[config.mk]
export PLATFORM = sky130hd
export DESIGN_NAME = sliding_window_rank_mean_filter
export DESIGN_NICKNAME = d
export VERILOG_FILES = /design/src/swrmf_pkg.sv /design/src/swrmf_queue.sv /design/src/swrmf_front.sv /design/src/swrmf_back.sv /design/src/sliding_window_rank_mean_filter.sv
export SDC_FILE = /design/constraint.sdc
export NUM_CORES = 2
export LEC_CHECK = 0
export BUFFER_PORTS_ARGS = -buffer_cell sky130_fd_sc_hd__buf_2
export CORE_UTILIZATION = 49
export CTS_CLUSTER_SIZE = 25
export DETAILED_ROUTE_END_ITERATION = 10
export SYNTH_ARGS = -nofsm -noshare
export SYNTH_HDL_FRONTEND = slang
export SYNTH_SLANG_ARGS = --single-unit
[constraint.sdc]
create_clock -name i_clk -period 7.5 [get_ports i_clk]
set_clock_uncertainty 0.1 [all_clocks]
set_input_delay 0.75 -clock i_clk [delete_from_list [all_inputs] [get_ports i_clk]]
set_output_delay 0.75 -clock i_clk [all_outputs]
set_load 0.01 [all_outputs]
[src/swrmf_pkg.sv]
// Shared types and constants of the sliding-window rank/mean filter.
// Used by the front end, the back end and the top level.
`timescale 1ns / 1ps

package swrmf_pkg;

    localparam int MODE_W  = 2;
    localparam int WSIZE_W = 6;
    localparam int CFG_W   = 6;

    localparam logic [MODE_W-1:0] MODE_MEDIAN = 2'd0;
    localparam logic [MODE_W-1:0] MODE_MEAN   = 2'd1;
    localparam logic [MODE_W-1:0] MODE_TRIM   = 2'd2;

    localparam logic CFG_FILTER_MODE = 1'b0;
    localparam logic CFG_WINDOW_SIZE = 1'b1;

    typedef enum logic [1:0] {
        F_ACC  = 2'b01,
        F_EMIT = 2'b10
    } t_front_state;

    typedef enum logic [4:0] {
        B_IDLE = 5'b00001,
        B_LOAD = 5'b00010,
        B_SUM  = 5'b00100,
        B_DIV  = 5'b01000,
        B_OUT  = 5'b10000
    } t_back_state;

endpackage

[src/swrmf_queue.sv]
// Two-entry job queue between the front end and the back end.
// Generic width; no package dependency.
`timescale 1ns / 1ps

module swrmf_queue #(
    parameter int WIDTH = 8
) (
    input  logic             i_clk,
    input  logic             i_rst_n,
    input  logic             i_push,
    input  logic [WIDTH-1:0] i_data,
    input  logic             i_pop,
    output logic [WIDTH-1:0] o_data,
    output logic             o_valid,
    output logic             o_full,
    output logic             o_empty
);
    logic [WIDTH-1:0] r_mem [2];
    logic             r_rp;
    logic             r_wp;
    logic [1:0]       r_cnt;

    always_ff @(posedge i_clk) begin
        if (!i_rst_n) begin
            r_rp  <= 1'b0;
            r_wp  <= 1'b0;
            r_cnt <= 2'd0;
        end else begin
            if (i_push) begin
                r_mem[r_wp] <= i_data;
                r_wp        <= ~r_wp;
            end
            if (i_pop) begin
                r_rp <= ~r_rp;
            end
            r_cnt <= r_cnt + 2'(i_push) - 2'(i_pop);
        end
    end

    assign o_data  = r_mem[r_rp];
    assign o_valid = (r_cnt != 2'd0);
    assign o_empty = (r_cnt == 2'd0);
    assign o_full  = (r_cnt == 2'd2);
endmodule

[src/swrmf_front.sv]
// Front end: accepts samples, tracks the stream position and issues one
// filter job per result. Depends on swrmf_pkg.
`timescale 1ns / 1ps

module swrmf_front #(
    parameter int WINDOW_MAX = 32,
    parameter int SB         = 16,
    parameter int CNT_W      = 6,
    parameter int PW         = 5
) (
    input  logic                         i_clk,
    input  logic                         i_rst_n,
    input  logic [swrmf_pkg::WSIZE_W-1:0] i_wsize,
    input  logic                         i_valid,
    input  logic [SB-1:0]                i_sample,
    input  logic                         i_fin,
    input  logic                         i_can_take,
    output logic                         o_ready,
    output logic                         o_mem_we,
    output logic [PW-1:0]                o_mem_addr,
    output logic [SB-1:0]                o_mem_data,
    input  logic                         i_q_full,
    output logic                         o_push,
    output logic [CNT_W-1:0]             o_job_n,
    output logic [PW-1:0]                o_job_head,
    output logic                         o_job_last
);
    import swrmf_pkg::*;

    t_front_state     r_state;
    logic [CNT_W-1:0] r_seen;
    logic [PW-1:0]    r_wp;
    logic [PW-1:0]    r_head;
    logic             r_fin;
    logic             r_has_first;
    logic [CNT_W-1:0] r_n_first;
    logic [CNT_W-1:0] r_trail;
    logic [CNT_W-1:0] r_mid;

    logic [CNT_W-1:0] w;
    logic [CNT_W-1:0] mid;
    logic [CNT_W:0]   t1;
    logic [CNT_W:0]   t2;
    logic             pre;
    logic             acc;
    logic [CNT_W-1:0] n_trail;

    always_comb begin
        if (i_wsize == '0) begin
            w = CNT_W'(1);
        end else if (32'(i_wsize) > 32'(WINDOW_MAX)) begin
            w = CNT_W'(WINDOW_MAX);
        end else begin
            w = CNT_W'(i_wsize);
        end
        mid = w >> 1;
        t1  = {1'b0, r_seen} + (CNT_W+1)'(1);
        t2  = {1'b0, r_seen} + (CNT_W+1)'(2);
        pre = (r_seen < mid);
        if (!i_fin || pre) begin
            n_trail = '0;
        end else if (t2 >= {1'b0, w}) begin
            n_trail = w - CNT_W'(1) - mid;
        end else begin
            n_trail = r_seen - mid + CNT_W'(1);
        end
    end

    assign o_ready    = (r_state == F_ACC) && i_can_take;
    assign acc        = i_valid && o_ready;
    assign o_mem_we   = acc;
    assign o_mem_addr = r_wp;
    assign o_mem_data = i_sample;

    always_comb begin
        o_push     = 1'b0;
        o_job_n    = r_n_first;
        o_job_last = r_fin && (r_trail == '0);
        if (r_state == F_EMIT && !i_q_full) begin
            if (r_has_first) begin
                o_push = 1'b1;
            end else if (r_trail != '0) begin
                o_push     = 1'b1;
                o_job_n    = r_trail + r_mid;
                o_job_last = (r_trail == CNT_W'(1));
            end
        end
    end
    assign o_job_head = r_head;

    always_ff @(posedge i_clk) begin
        if (!i_rst_n) begin
            r_state     <= F_ACC;
            r_seen      <= '0;
            r_wp        <= '0;
            r_has_first <= 1'b0;
            r_trail     <= '0;
        end else begin
            unique case (r_state)
                F_ACC: begin
                    if (acc) begin
                        r_head      <= r_wp;
                        r_wp        <= r_wp + PW'(1);
                        r_fin       <= i_fin;
                        r_mid       <= mid;
                        r_has_first <= pre || (t1 >= {1'b0, w});
                        r_n_first   <= pre ? t1[CNT_W-1:0] : w;
                        r_trail     <= n_trail;
                        if (i_fin) begin
                            r_seen <= '0;
                        end else if (32'(r_seen) < WINDOW_MAX) begin
                            r_seen <= r_seen + CNT_W'(1);
                        end
                        r_state <= F_EMIT;
                    end
                end
                F_EMIT: begin
                    if (!i_q_full) begin
                        if (r_has_first) begin
                            r_has_first <= 1'b0;
                        end else if (r_trail != '0) begin
                            r_trail <= r_trail - CNT_W'(1);
                        end else begin
                            r_state <= F_ACC;
                        end
                    end
                end
                default: r_state <= F_ACC;
            endcase
        end
    end
endmodule

[src/swrmf_back.sv]
// Back end: holds the sample store, sorts or sums one window per job and
// divides iteratively. Depends on swrmf_pkg.
`timescale 1ns / 1ps

module swrmf_back #(
    parameter int WINDOW_MAX = 32,
    parameter int SB         = 16,
    parameter int CNT_W      = 6,
    parameter int PW         = 5
) (
    input  logic                        i_clk,
    input  logic                        i_rst_n,
    input  logic [swrmf_pkg::MODE_W-1:0] i_mode,
    input  logic                        i_mem_we,
    input  logic [PW-1:0]               i_mem_addr,
    input  logic [SB-1:0]               i_mem_data,
    input  logic                        i_job_valid,
    input  logic [CNT_W-1:0]            i_job_n,
    input  logic [PW-1:0]               i_job_head,
    input  logic                        i_job_last,
    output logic                        o_pop,
    output logic                        o_busy,
    output logic                        o_valid,
    input  logic                        i_ready,
    output logic [SB-1:0]               o_value,
    output logic                        o_last
);
    import swrmf_pkg::*;

    localparam int SUM_W  = SB + CNT_W;
    localparam int STEP_W = $clog2(SUM_W + 1);

    t_back_state             r_state;
    logic signed [SB-1:0]    r_mem [2**PW];
    logic signed [SB-1:0]    r_rd_data;
    logic                    r_rd_v;
    logic [CNT_W-1:0]        r_n;
    logic [PW-1:0]           r_head;
    logic                    r_last;
    logic [CNT_W-1:0]        r_issue;
    logic [CNT_W-1:0]        r_cnt;
    logic signed [SB-1:0]    r_sorted [WINDOW_MAX];
    logic signed [SUM_W-1:0] r_sum;
    logic signed [SUM_W-1:0] r_acc;
    logic [CNT_W-1:0]        r_idx;
    logic [CNT_W-1:0]        r_end;
    logic [CNT_W-1:0]        r_tcnt;
    logic [CNT_W-1:0]        r_div;
    logic [CNT_W:0]          r_rem;
    logic [SUM_W-1:0]        r_quo;
    logic [STEP_W-1:0]       r_step;
    logic                    r_neg;
    logic [SB-1:0]           r_result;

    logic [PW-1:0]           rd_addr;
    logic                    gt [WINDOW_MAX];
    logic [CNT_W-1:0]        sel_idx;
    logic signed [SB-1:0]    sel_val;
    logic [CNT_W+8-1:0]      prod;
    logic [CNT_W-1:0]        trim;
    logic [CNT_W:0]          shifted;
    logic [SUM_W-1:0]        mag;
    logic signed [SUM_W-1:0] div_src;
    logic                    is_trim;
    logic                    is_mean;

    assign is_trim = (i_mode == MODE_TRIM);
    assign is_mean = (i_mode == MODE_MEAN);
    assign rd_addr = r_head - r_issue[PW-1:0];
    assign o_pop   = (r_state == B_IDLE) && i_job_valid;
    assign o_busy  = (r_state != B_IDLE);
    assign prod    = (CNT_W+8)'(i_job_n) * (CNT_W+8)'(205);
    assign trim    = CNT_W'(prod >> 10);
    assign sel_idx = is_trim ? r_idx : (r_n >> 1);
    assign sel_val = r_sorted[sel_idx[PW-1:0]];
    assign shifted = {r_rem[CNT_W-1:0], r_quo[SUM_W-1]};
    assign div_src = is_trim ? r_acc : r_sum;
    assign mag     = div_src[SUM_W-1] ? SUM_W'(-div_src) : SUM_W'(div_src);

    always_ff @(posedge i_clk) begin
        if (i_mem_we) begin
            r_mem[i_mem_addr] <= i_mem_data;
        end
        r_rd_data <= r_mem[rd_addr];
    end

    always_comb begin
        for (int k = 0; k < WINDOW_MAX; k++) begin
            gt[k] = (32'(r_cnt) > k) && (r_sorted[k] > r_rd_data);
        end
    end

    always_ff @(posedge i_clk) begin
        if (r_state == B_LOAD && r_rd_v) begin
            for (int k = 0; k < WINDOW_MAX; k++) begin
                if (k > 0 && gt[k-1]) begin
                    r_sorted[k] <= r_sorted[k-1];
                end else if (gt[k] || 32'(r_cnt) == k) begin
                    r_sorted[k] <= r_rd_data;
                end
            end
        end
    end

    always_ff @(posedge i_clk) begin
        if (!i_rst_n) begin
            r_state <= B_IDLE;
            r_rd_v  <= 1'b0;
            o_valid <= 1'b0;
        end else begin
            if (o_valid && i_ready && r_state != B_OUT) begin
                o_valid <= 1'b0;
            end
            r_rd_v <= (r_state == B_LOAD) && (r_issue < r_n);
            unique case (r_state)
                B_IDLE: begin
                    if (i_job_valid) begin
                        r_n     <= i_job_n;
                        r_head  <= i_job_head;
                        r_last  <= i_job_last;
                        r_issue <= '0;
                        r_cnt   <= '0;
                        r_sum   <= '0;
                        r_acc   <= '0;
                        r_idx   <= trim;
                        r_end   <= i_job_n - trim;
                        r_tcnt  <= i_job_n - (trim << 1);
                        r_state <= B_LOAD;
                    end
                end
                B_LOAD: begin
                    if (r_issue < r_n) begin
                        r_issue <= r_issue + CNT_W'(1);
                    end
                    if (r_rd_v) begin
                        r_cnt <= r_cnt + CNT_W'(1);
                        r_sum <= r_sum + SUM_W'(r_rd_data);
                        if (r_cnt + CNT_W'(1) == r_n) begin
                            r_state <= B_SUM;
                        end
                    end
                end
                B_SUM: begin
                    if (is_trim && r_idx < r_end) begin
                        r_acc <= r_acc + SUM_W'(sel_val);
                        r_idx <= r_idx + CNT_W'(1);
                    end else if (is_trim || is_mean) begin
                        r_div   <= is_trim ? r_tcnt : r_n;
                        r_neg   <= div_src[SUM_W-1];
                        r_quo   <= mag;
                        r_rem   <= '0;
                        r_step  <= STEP_W'(SUM_W);
                        r_state <= B_DIV;
                    end else begin
                        r_result <= sel_val;
                        r_state  <= B_OUT;
                    end
                end
                B_DIV: begin
                    if (r_step != '0) begin
                        if (shifted >= {1'b0, r_div}) begin
                            r_rem <= shifted - {1'b0, r_div};
                            r_quo <= {r_quo[SUM_W-2:0], 1'b1};
                        end else begin
                            r_rem <= shifted;
                            r_quo <= {r_quo[SUM_W-2:0], 1'b0};
                        end
                        r_step <= r_step - STEP_W'(1);
                    end else begin
                        r_result <= r_neg ? SB'(-r_quo) : SB'(r_quo);
                        r_state  <= B_OUT;
                    end
                end
                B_OUT: begin
                    if (!o_valid || i_ready) begin
                        o_valid <= 1'b1;
                        o_value <= r_result;
                        o_last  <= r_last;
                        r_state <= B_IDLE;
                    end
                end
                default: r_state <= B_IDLE;
            endcase
        end
    end
endmodule

[src/sliding_window_rank_mean_filter.sv]
// Top level of the sliding-window rank/mean filter: configuration
// registers, front end, job queue and back end. Depends on swrmf_pkg.
`timescale 1ns / 1ps

// Gives one filtered sample per input sample, median, mean or trimmed mean
// of a window of up to WINDOW_MAX samples, with trailing outputs after the
// sample flagged by tlast. A sample is taken when the back end and job
// queue are empty; for each result the back end loads the n-sample window
// through the single store read port while it is insertion sorted, then
// sums the middle n-2*floor(n/5) sorted samples in the trimmed mode and
// runs the bit-serial divider in the mean modes. A result that waits at
// the output holds the back end and so the input.
module sliding_window_rank_mean_filter #(
    parameter int WINDOW_MAX  = 32,
    parameter int SAMPLE_BITS = 16
) (
    input  logic                             i_clk,
    input  logic                             i_rst_n,
    input  logic                             i_cfg_we,
    input  logic                             i_cfg_idx,
    input  logic [swrmf_pkg::CFG_W-1:0]      i_cfg_data,
    input  logic                             s_axis_tvalid,
    output logic                             s_axis_tready,
    input  logic [((SAMPLE_BITS+7)/8)*8-1:0] s_axis_tdata,  // sample
    input  logic                             s_axis_tlast,  // final_sample
    output logic                             m_axis_tvalid,
    input  logic                             m_axis_tready,
    output logic [((SAMPLE_BITS+7)/8)*8-1:0] m_axis_tdata,  // filtered_value
    output logic                             m_axis_tlast   // run_end
);
    import swrmf_pkg::*;

    localparam int DW    = ((SAMPLE_BITS + 7) / 8) * 8;
    localparam int CNT_W = $clog2(WINDOW_MAX + 1);
    localparam int PW    = (WINDOW_MAX > 1) ? $clog2(WINDOW_MAX) : 1;
    localparam int JW    = CNT_W + PW + 1;

    logic [MODE_W-1:0]      r_mode;
    logic [WSIZE_W-1:0]     r_wsize;

    logic                   mem_we;
    logic [PW-1:0]          mem_addr;
    logic [SAMPLE_BITS-1:0] mem_data;
    logic                   push;
    logic                   pop;
    logic [CNT_W-1:0]       f_n;
    logic [PW-1:0]          f_head;
    logic                   f_last;
    logic [JW-1:0]          q_data;
    logic                   q_valid;
    logic                   q_full;
    logic                   q_empty;
    logic                   b_busy;
    logic [SAMPLE_BITS-1:0] b_value;

    always_ff @(posedge i_clk) begin
        if (!i_rst_n) begin
            r_mode  <= MODE_MEDIAN;
            r_wsize <= WSIZE_W'(5);
        end else if (i_cfg_we) begin
            unique case (i_cfg_idx)
                CFG_FILTER_MODE: r_mode  <= i_cfg_data[MODE_W-1:0];
                CFG_WINDOW_SIZE: r_wsize <= i_cfg_data[WSIZE_W-1:0];
                default: ;
            endcase
        end
    end

    swrmf_front #(
        .WINDOW_MAX(WINDOW_MAX), .SB(SAMPLE_BITS), .CNT_W(CNT_W), .PW(PW)
    ) u_front (
        .i_clk      (i_clk),
        .i_rst_n    (i_rst_n),
        .i_wsize    (r_wsize),
        .i_valid    (s_axis_tvalid),
        .i_sample   (s_axis_tdata[SAMPLE_BITS-1:0]),
        .i_fin      (s_axis_tlast),
        .i_can_take (q_empty && !b_busy),
        .o_ready    (s_axis_tready),
        .o_mem_we   (mem_we),
        .o_mem_addr (mem_addr),
        .o_mem_data (mem_data),
        .i_q_full   (q_full),
        .o_push     (push),
        .o_job_n    (f_n),
        .o_job_head (f_head),
        .o_job_last (f_last)
    );

    swrmf_queue #(.WIDTH(JW)) u_queue (
        .i_clk   (i_clk),
        .i_rst_n (i_rst_n),
        .i_push  (push),
        .i_data  ({f_n, f_head, f_last}),
        .i_pop   (pop),
        .o_data  (q_data),
        .o_valid (q_valid),
        .o_full  (q_full),
        .o_empty (q_empty)
    );

    swrmf_back #(
        .WINDOW_MAX(WINDOW_MAX), .SB(SAMPLE_BITS), .CNT_W(CNT_W), .PW(PW)
    ) u_back (
        .i_clk       (i_clk),
        .i_rst_n     (i_rst_n),
        .i_mode      (r_mode),
        .i_mem_we    (mem_we),
        .i_mem_addr  (mem_addr),
        .i_mem_data  (mem_data),
        .i_job_valid (q_valid),
        .i_job_n     (q_data[JW-1 -: CNT_W]),
        .i_job_head  (q_data[PW:1]),
        .i_job_last  (q_data[0]),
        .o_pop       (pop),
        .o_busy      (b_busy),
        .o_valid     (m_axis_tvalid),
        .i_ready     (m_axis_tready),
        .o_value     (b_value),
        .o_last      (m_axis_tlast)
    );

    assign m_axis_tdata = DW'(b_value);
endmodule
==> results.json <==
{
  "status": "finished clean",
  "fmax_mhz": 163,
  "clock_latency_ns": 0.80,
  "dieArea_um2": 151000,
  "p_per_area_nw_per_um2": 325,
  "wirelength_um": 222000,
  "reg2reg_depth": 16,
  "synthDistinctLibCells": 87,
  "setup_viol": 0,
  "cts_buffers": 144,
  "internal_power_mw": 16.5,
  "hold_end": "r_wsize[2]",
  "worst_path_largest_cell_delay_ns": 0.72,
  "cts_setup_buffers": 0,
  "path_max_fanout": 14,
  "fillCellCount": 12206,
  "fin_nets": 6135,
  "vias_per_cell": 6.29,
  "grt_overflow": 0,
  "cts_tree": "yes",
  "timing.slew.headroom_pct": 14.3,
  "clkSinkCount": 1279,
  "p_sw_share_pct": 37.5,
  "hold_class": "input pin to register",
  "syn_inst": 5331,
  "whs_path_depth": 3,
  "grt_pass1_wl_um": 321000,
  "post_drt_wl_per_cell_um": 29.6,
  "clk_path_buf_depth": 3,
  "p_switching_mw": 9.85,
  "r2r_slack_ns": 1.35,
  "maxSlewViolCount": 0,
  "drv_cap": 0,
  "grt_start_max_net_pins": 129,
  "path_class": "register to register",
  "antenna_found_initial": 12,
  "dr.pass1.iters": 6,
  "core.rowCount": 141,
  "setup_tns_ns": 0,
  "syn_nets": 6034,
  "synth_flop_cell": "edfxtp_1",
  "worstPathRequired_ns": 7.92,
  "core_area_um2": 148000,
  "final_cell_mix": "edfxtp_1, ha_1, mux2_2, nand2_1, mux4_2",
  "cp_slowest_cell": "dfxtp_1",
  "hpwl_um": 164000,
  "drive_gt1_share_pct": 23.9,
  "ir_drop_uv": 290,
  "async_reset_ff_share_pct": 0,
  "grt_pass1_vias": 47445,
  "place_congestion": 0.947,
  "final_area_um2": 81100,
  "htree_num_levels": 4,
  "io_buffers": 47,
  "start_kind": "register",
  "ys_seq_elements": 1279,
  "rsz0062_at_grt": "no",
  "crit_path_frequent_cell": "ha_1",
  "crit_path_end_kind": "register",
  "ctsRootBufferMaster": "clkbuf_16",
  "start_util_pct": 49.5,
  "die_y_um": 388,
  "die_w_um": 388,
  "worstPathCellList": "mux2i_1 -> inv_1 -> ha_1 -> fa_1 -> ha_1 -> ha_1 -> a211oi_1 -> nor2_1 -> o41ai_2 -> a21boi_0 -> ha_1 -> inv_1 -> fa_1 -> maj3_1 -> maj3_1 -> xnor2_1",
  "syn-cell-area_um2": 73100,
  "holdCritStartpoint": "i_cfg_data[2]",
  "period_share_pct": 82.0,
  "reg2reg_to": "u_back.r_end[4]",
  "grt_use_total_pct": 29.3,
  "yosysSeqAreaShare_pct": 51.8,
  "postRouteAntennaNets": 0,
  "period_needed_ns": 6.15,
  "drc": 0,
  "place_area_um2": 76300,
  "vias": 47098,
  "drtIter0Drc": 4247,
  "cp.arrival_ns": 6.56,
  "clk_pin_slew_ns": 0.06,
  "power_leakage_nw": 29.8,
  "comb_power_share_pct": 40.7,
  "pwr-share-seq_pct": 32.0,
  "avgSynthCellArea_um2": 13.7,
  "ys_warn_count": 0,
  "p_clk_share_pct": 27.4,
  "io_pins": 48,
  "synthToLayoutAreaGrowth_pct": 10.9,
  "synth-edff-count": 1223,
  "tightest_slew_ns": 1.26,
  "finalHoldViolations": 0,
  "final_common_cell": "edfxtp_1",
  "cts_resized": 0,
  "hold_buffers": 0
}
## per-layer routing
layer	vias to the layer above	track usage, %	routed length, µm
met5	-	0	65
met2	1676	49.3	108000
met3	425	4.69	14200
li1	21071	-	-
met4	10	13.2	10400
met1	23916	37.2	88800
## how the worst max path moves through the flow
stage                            to  slack [ns]  cells past startpoint  startpoint
detailed placement  u_back.r_end[5]        1.28                     17    register
floorplan           u_back.r_end[5]        1.89                     18    register
finish              u_back.r_end[4]        1.35                     16    register
global route        u_back.r_end[5]        0.91                     17    register
CTS                 u_back.r_end[5]        1.25                     17    register
global placement    u_back.r_end[5]        1.24                     17    register
## critical path: cells and delay by family (launching register included)
family	cells	cell delay, ns
flip-flops	1	0.72
AND/OR/NAND/NOR	1	0.11
XOR/XNOR	1	0.13
buffers and inverters	2	0.35
AO/OA/AOI/OAI	3	1.21
adder cells (fa/ha/maj)	8	2.89
multiplexers	1	0.40
## registers in the layout (all words and copies together) (netlist names), 16 cells and up, named ones only
signal and cells:
u_back.r_sorted 512, u_back.o_value 16, u_back.r_sum 22, u_back.r_acc 22, u_back.r_result 16, u_back.r_rd_data 16
u_back.r_mem 512, u_back.r_quo 22, u_queue.r_mem 24
## area by class of cell
cell class	count	area, µm²	share of cell area (%)
Timing Repair Buffer	190	1400	1.72
Inverter	172	646	0.796
Antenna cell	7	17.5	0.0216
Clock buffer	186	3820	4.72
Clock inverter	79	970	1.20
Sequential cell	1279	37900	46.7
Multi-Input combinational cell	3645	33900	41.9
Tap cell	1930	2410	2.98
## synthesized netlist by cell type (all sizes together), types with 20 or more instances
master | count | area [µm²]
xor2 | 61 | 534
a21oi | 246 | 1230
edfxtp | 1223 | 36700
nor2b | 70 | 438
dfxtp | 56 | 1120
xnor2 | 75 | 657
buf | 86 | 459
nor2 | 269 | 1010
mux2 | 509 | 5770
mux4 | 286 | 6440
ha | 658 | 8230
a21o | 162 | 1220
and4 | 24 | 210
and3 | 51 | 319
nor3 | 50 | 260
nand3 | 55 | 275
or2 | 22 | 138
clkbuf | 149 | 559
o21ai | 222 | 1110
nand4 | 101 | 632
nand2b | 46 | 288
nand2 | 303 | 1140
o21a | 62 | 465
a211oi | 30 | 255
inv | 170 | 638
o211ai | 26 | 210
mux2i | 46 | 480
and2 | 20 | 125
a31oi | 52 | 325
## cell families (layout without fill, tap and decap cells)
logic type,after synthesis,after routing,share of synthesized area (%)
and+or+nand+nor,1078,1078,7.32
adders and majority gates,680,680,11.8
xor gates and xnor gates,136,136,1.63
other,0,7,0
buffers and inverters,407,627,2.28
DFF,1279,1279,51.8
muxes,841,841,17.4
AOI/OAI and AO/OA,910,910,7.88
## power groups by stage
stage	sequential, mW	clock (mW)	combinational [mW]
3_5_place_dp	8.56	0	10.6
2_1_floorplan	8.46	0	7.04
5_1_grt	8.43	7.55	11.6
6_report	8.41	7.20	10.7
3_3_place_gp	8.55	0	10.5
4_1_cts	8.40	7.31	10.7
## metrics by stage
stage	hold slack [ns]	instances	total power, mW	setup slack (ns)	utilization [%]
2_1_floorplan	0.300	5331	15.5	1.89	-
3_3_place_gp	0.301	7216	19.0	1.24	51.6
3_5_place_dp	0.305	7216	19.2	1.28	51.6
4_1_cts	0.0466	7481	26.4	1.25	54.8
5_1_grt	0.101	7483	27.6	0.913	54.8
6_report	0.0990	7488	26.3	1.35	54.8
(Power assumes the default switching activity.)
